<file path="config.mk">
export PLATFORM = sky130hd
export DESIGN_NAME = mse_cell
export DESIGN_NICKNAME = d
export VERILOG_FILES = /design/src/sv/merge_sort_engine_unit_defines.svh /design/src/sv/mse_pkg.sv /design/src/sv/mse_cell.sv
export SDC_FILE = /design/constraint.sdc
export NUM_CORES = 1
export LEC_CHECK = 0
export BUFFER_PORTS_ARGS = -buffer_cell sky130_fd_sc_hd__buf_2
export CAP_MARGIN = 40
export CORE_ASPECT_RATIO = 1.5
export CORE_MARGIN = 3
export CORE_UTILIZATION = 37
export DETAILED_ROUTE_END_ITERATION = 8
export GPL_ROUTABILITY_DRIVEN = 0
export HOLD_SLACK_MARGIN = 0.1
export PLACE_DENSITY = 0.75
export SYNTH_ARGS = -nofsm -noshare
export SYNTH_HDL_FRONTEND = slang
export SYNTH_SLANG_ARGS = --single-unit
</file>
<file path="constraint.sdc">
create_clock -name clock -period 4.6 [get_ports clock]
set_input_delay 0.23 -clock clock [delete_from_list [all_inputs] [get_ports clock]]
set_output_delay 0.23 -clock clock [all_outputs]
set_load 0.01 [all_outputs]
</file>
<file path="src/sv/merge_sort_engine_unit_defines.svh">
// ----------------------------------------------------------------------------
// merge sort engine assertion macros
// shared concurrent assertion forms, clocked on clock, quiet during reset
// ----------------------------------------------------------------------------
`ifndef MERGE_SORT_ENGINE_UNIT_DEFINES_SVH
`define MERGE_SORT_ENGINE_UNIT_DEFINES_SVH

// same-cycle implication
`define MSE_ASSERT_SAME(label, ante, cons) \
   label: assert property (@(posedge clock) disable iff (reset) (ante) |-> (cons)) \
      else $error("merge sort engine: same-cycle check failed");

// next-cycle implication
`define MSE_ASSERT_NEXT(label, ante, cons) \
   label: assert property (@(posedge clock) disable iff (reset) (ante) |=> (cons)) \
      else $error("merge sort engine: next-cycle check failed");

`endif

</file>
<file path="src/sv/mse_pkg.sv">
// ----------------------------------------------------------------------------
// merge sort engine package
// shared types and constants for the sorting cell chain
// ----------------------------------------------------------------------------
package mse_pkg;

   localparam int unsigned DATA_W = 32;

   typedef logic [DATA_W-1:0] data_type;

   // broadcast control for every cell in the chain
   typedef struct packed {
      logic     ins;    // insert the broadcast value
      logic     shl;    // shift contents one cell toward the output
      data_type value;  // value being inserted
   } cell_ctrl_type;

   typedef enum logic {
      ST_LOAD,
      ST_DRAIN
   } state_type;

endpackage

</file>
<file path="src/sv/mse_cell.sv">
// ----------------------------------------------------------------------------
// merge sort engine cell
// one slot of the sorted chain: compares the broadcast value with its own,
// takes it, passes its own to the right, or shifts toward the output
// ----------------------------------------------------------------------------
module mse_cell (
   input  logic                  clock,
   input  logic                  reset,
   input  mse_pkg::cell_ctrl_type ctrl,
   input  logic                  left_take,
   input  logic                  left_valid,
   input  mse_pkg::data_type     left_value,
   input  logic                  right_valid,
   input  mse_pkg::data_type     right_value,
   output logic                  take,
   output logic                  valid,
   output mse_pkg::data_type     value
);

   logic              valid_ff;
   logic              valid_in;
   mse_pkg::data_type value_ff;
   mse_pkg::data_type value_in;

   // empty slots sit at the tail, so take is monotone along the chain
   assign take = !valid_ff || ($signed(ctrl.value) < $signed(value_ff));

   always_comb begin
      valid_in = valid_ff;
      value_in = value_ff;
      priority if (ctrl.shl) begin
         valid_in = right_valid;
         value_in = right_value;
      end else if (ctrl.ins) begin
         if (left_take) begin
            valid_in = left_valid;
            value_in = left_value;
         end else if (take) begin
            valid_in = 1'b1;
            value_in = ctrl.value;
         end
      end
   end

   always_ff @(posedge clock) begin
      if (reset) begin
         valid_ff <= 1'b0;
      end else begin
         valid_ff <= valid_in;
      end
      value_ff <= value_in;
   end

   assign valid = valid_ff;
   assign value = value_ff;

endmodule

</file>
==> impl_metrics.csv <==
group,metric,value,unit
worst_hold_path,whs_path_depth,3,
die,die_w,73.0,µm
yosys,yosys_warnings,0,
sta,fin_setup_tns,0,ns
critical_path,cp.required,4.59,ns
clock_tree,cts_root_buffer,"clkbuf_8",
yosys,avgSynthCellArea,9.29,µm²
critical_path,crit_path_end_kind,"flip-flop",
die,io_pins,137,
worst_hold_path,hold_class,"in -> reg",
yosys,syn_area,2490,µm²
final_layout,area_delta_synth_final,35.8,%
die,rows,36,
sta,maxSlewViolCount,0,
grt,antenna_found_initial,0,
die,core,6530,µm²
yosys,syn_inst,268,
critical_path,r2r-start,"value[23]",
sta,relSlewSlack,0.542,
critical_path,worstRegToRegCells,8,
critical_path,critPathMaxFanout,17,
sta,period_share,0.556,
critical_path,cp_data_arrival_time,2.55,ns
critical_path,rr_endpoint,"value[22]",
yosys,synth_seq_area_share,0.394,
routing,wire_per_inst,13.2,µm
critical_path,setup.worst_path.class,"reg -> reg",
sta,hold_violations,0,
final_layout,drive_gt1_frac,0.373,
clock_tree,cts_buffers,5,
routing,wirelength,6360,µm
sta,tightest_slew,0.687,ns
clock_tree,htreeDepth,2,
worst_hold_path,hold_start,"right_valid",
routing,remaining_drc_errors,0,
sta,skew,0.00461,ns
run,cap_violations,0,
grt,grt.total_usage,0.161,
sta,layout_min_cycle_time,2.56,ns
clock_tree,clock_sinks,33,
clock_tree,cts.clk_slew.worst_paths,0.07,ns
power,ir_worst_vdd,0.129,mV
yosys,synth-seq-cells,33,
run_status,status,"finished, final reports clean",
die,dieArea,7770,µm²
grt,grt_pass1_wl,9920,µm
routing,vias_per_cell,4.85,
grt,globalRouteOverflowTotal,0,
power,power_density,259,nW/µm²
yosys,ys_types,26,
worst_hold_path,min_to,"valid",
routing,vias,2332,
clock_tree,post-cts-setup-buffers,0,
placed_design,port_buffers,136,
die,die_y,106,µm
grt,grt_pass1_vias,2255,
clock_tree,clock_latency,0.28,ns
clock_tree,tritoncts,"yes",
placed_design,dpl_worst_slack,2.01,ns
die,start_util,0.381,
sta,setup-violations-final,0,
sta,postLayoutSetupSlackWorst,2.04,ns
sta,fmaxAchievable,0.391,GHz
grt,grt_max_degree,45,
critical_path,r2r_slack,2.04,ns
final_layout,antenna_cells,0,
routing,first_pass_iters,4,
yosys,synthesis.nets,402,
power,p_leak,1.76,nW
final_layout,fin_nets,538,
routing,ant_nets,0,
sta,rsz0062_at_grt,"no",
critical_path,startpoint_type,"flip-flop",
placed_design,post-dp-hpwl,5220,µm
routing,first_iter_violations,78,
clock_tree,cts.path.max_buffers,2,
## worst max-delay path: stages (launching register included)
cell,delay [ns]
edfxtp_1,0.34
inv_1,0.05
ha_1,0.29
a21oi_1,0.16
o21ai_0,0.16
a211oi_2,0.20
nand4_1,0.20
a31oi_4,0.63
buf_16,0.23
## routing by layer
layer	global-route usage	wire, µm	up-vias
met1	0.195	2500	1026
met5	0	0	-
li1	-	-	1217
met3	0.0227	342	10
met2	0.284	3400	79
met4	0.0554	124	0
## metrics by stage
step | area (µm²) | cells | power [mW] | hold slack (ns) | utilization
after floorplan | 2490 | 268 | 0.540 | 0.302 | -
after global routing | 3380 | 481 | 0.939 | 0.213 | 0.518
final | 3380 | 481 | 0.877 | 0.193 | 0.518
after CTS | 3380 | 481 | 0.890 | 0.180 | 0.518
after global placement | 3230 | 470 | 0.645 | 0.392 | 0.495
after detailed placement | 3280 | 472 | 0.660 | 0.394 | 0.502
## cell usage in the layout, fill, tap and decap left out, types with 2 or more instances in the layout
| cell type | n |
|---|---|
| a22oi_1 | 2 |
| ha_1 | 31 |
| clkbuf_1 | 2 |
| nor2_1 | 9 |
| o21ai_1 | 4 |
| o21ai_0 | 39 |
| edfxtp_1 | 32 |
| buf_2 | 136 |
| mux2i_1 | 32 |
| a21oi_1 | 15 |
| nor3_1 | 2 |
| o211ai_1 | 2 |
| a21oi_2 | 2 |
| clkbuf_8 | 6 |
| inv_1 | 34 |
| nand2_1 | 43 |
## how the worst max path moves through the flow
stage               from         to  slack (ns)  cells past startpoint
2_1_floorplan  value[19]   value[0]        1.06                      7
3_3_place_gp   value[27]  value[27]        1.88                      7
3_5_place_dp   value[23]  value[23]        2.01                      8
4_1_cts        value[23]  value[22]        2.00                      8
5_1_grt        value[27]  value[23]        1.81                      8
6_report       value[23]  value[22]        2.04                      8
## synthesized netlist by cell type, drive strengths merged
cell type	number	area, µm²
clkbuf	6	22.5
o211ai	2	15.0
nor2	9	33.8
nand2	44	168
nor3	2	10.0
nor4	1	12.5
nand3b	1	7.51
o21ai	43	215
inv	34	128
a211oi	1	12.5
ha	31	388
a31oi	1	6.26
buf	5	32.5
mux2i	32	320
edfxtp	32	961
dfxtp	1	20.0
a22oi	2	15.0
o311ai	1	8.76
and4	1	8.76
o22ai	1	6.26
a21oi	17	92.6
nand4	1	6.26
## report_power, final
group,leakage (nW),internal (mW),switching [mW],total (mW)
Clock,0.0455,0.122,0.105,0.228
Combinational,1.37,0.122,0.145,0.267
Sequential,0.339,0.369,0.0138,0.383
## state kept, by name, indices dropped and copies added (netlist names)
register	count
value	32
valid	1
## cell families (layout without fill, tap and decap cells)
group	count (synthesis)	count (layout)	synth area share
adders and majority gates	31	31	0.156
AOI/OAI and AO/OA	68	68	0.149
muxes	32	32	0.129
and+or+nand+nor	59	59	0.0990
buffers and inverters	45	182	0.0734
DFF	33	33	0.394
## layout make-up
| class | count | area [µm²] |
|---|---|---|
| Timing Repair Buffer | 140 | 746 |
| Clock buffer | 8 | 90.1 |
| Sequential cell | 33 | 981 |
| Tap cell | 76 | 95.1 |
| Inverter | 34 | 128 |
| Fill cell | 623 | 3150 |
| Multi-Input combinational cell | 190 | 1340 |
## timing repair
item	4_1_cts	5_1_grt
hold buffers	1	0
hold endpoints to repair	1	0
resized for setup	0	0
(Power assumes the default switching activity.)
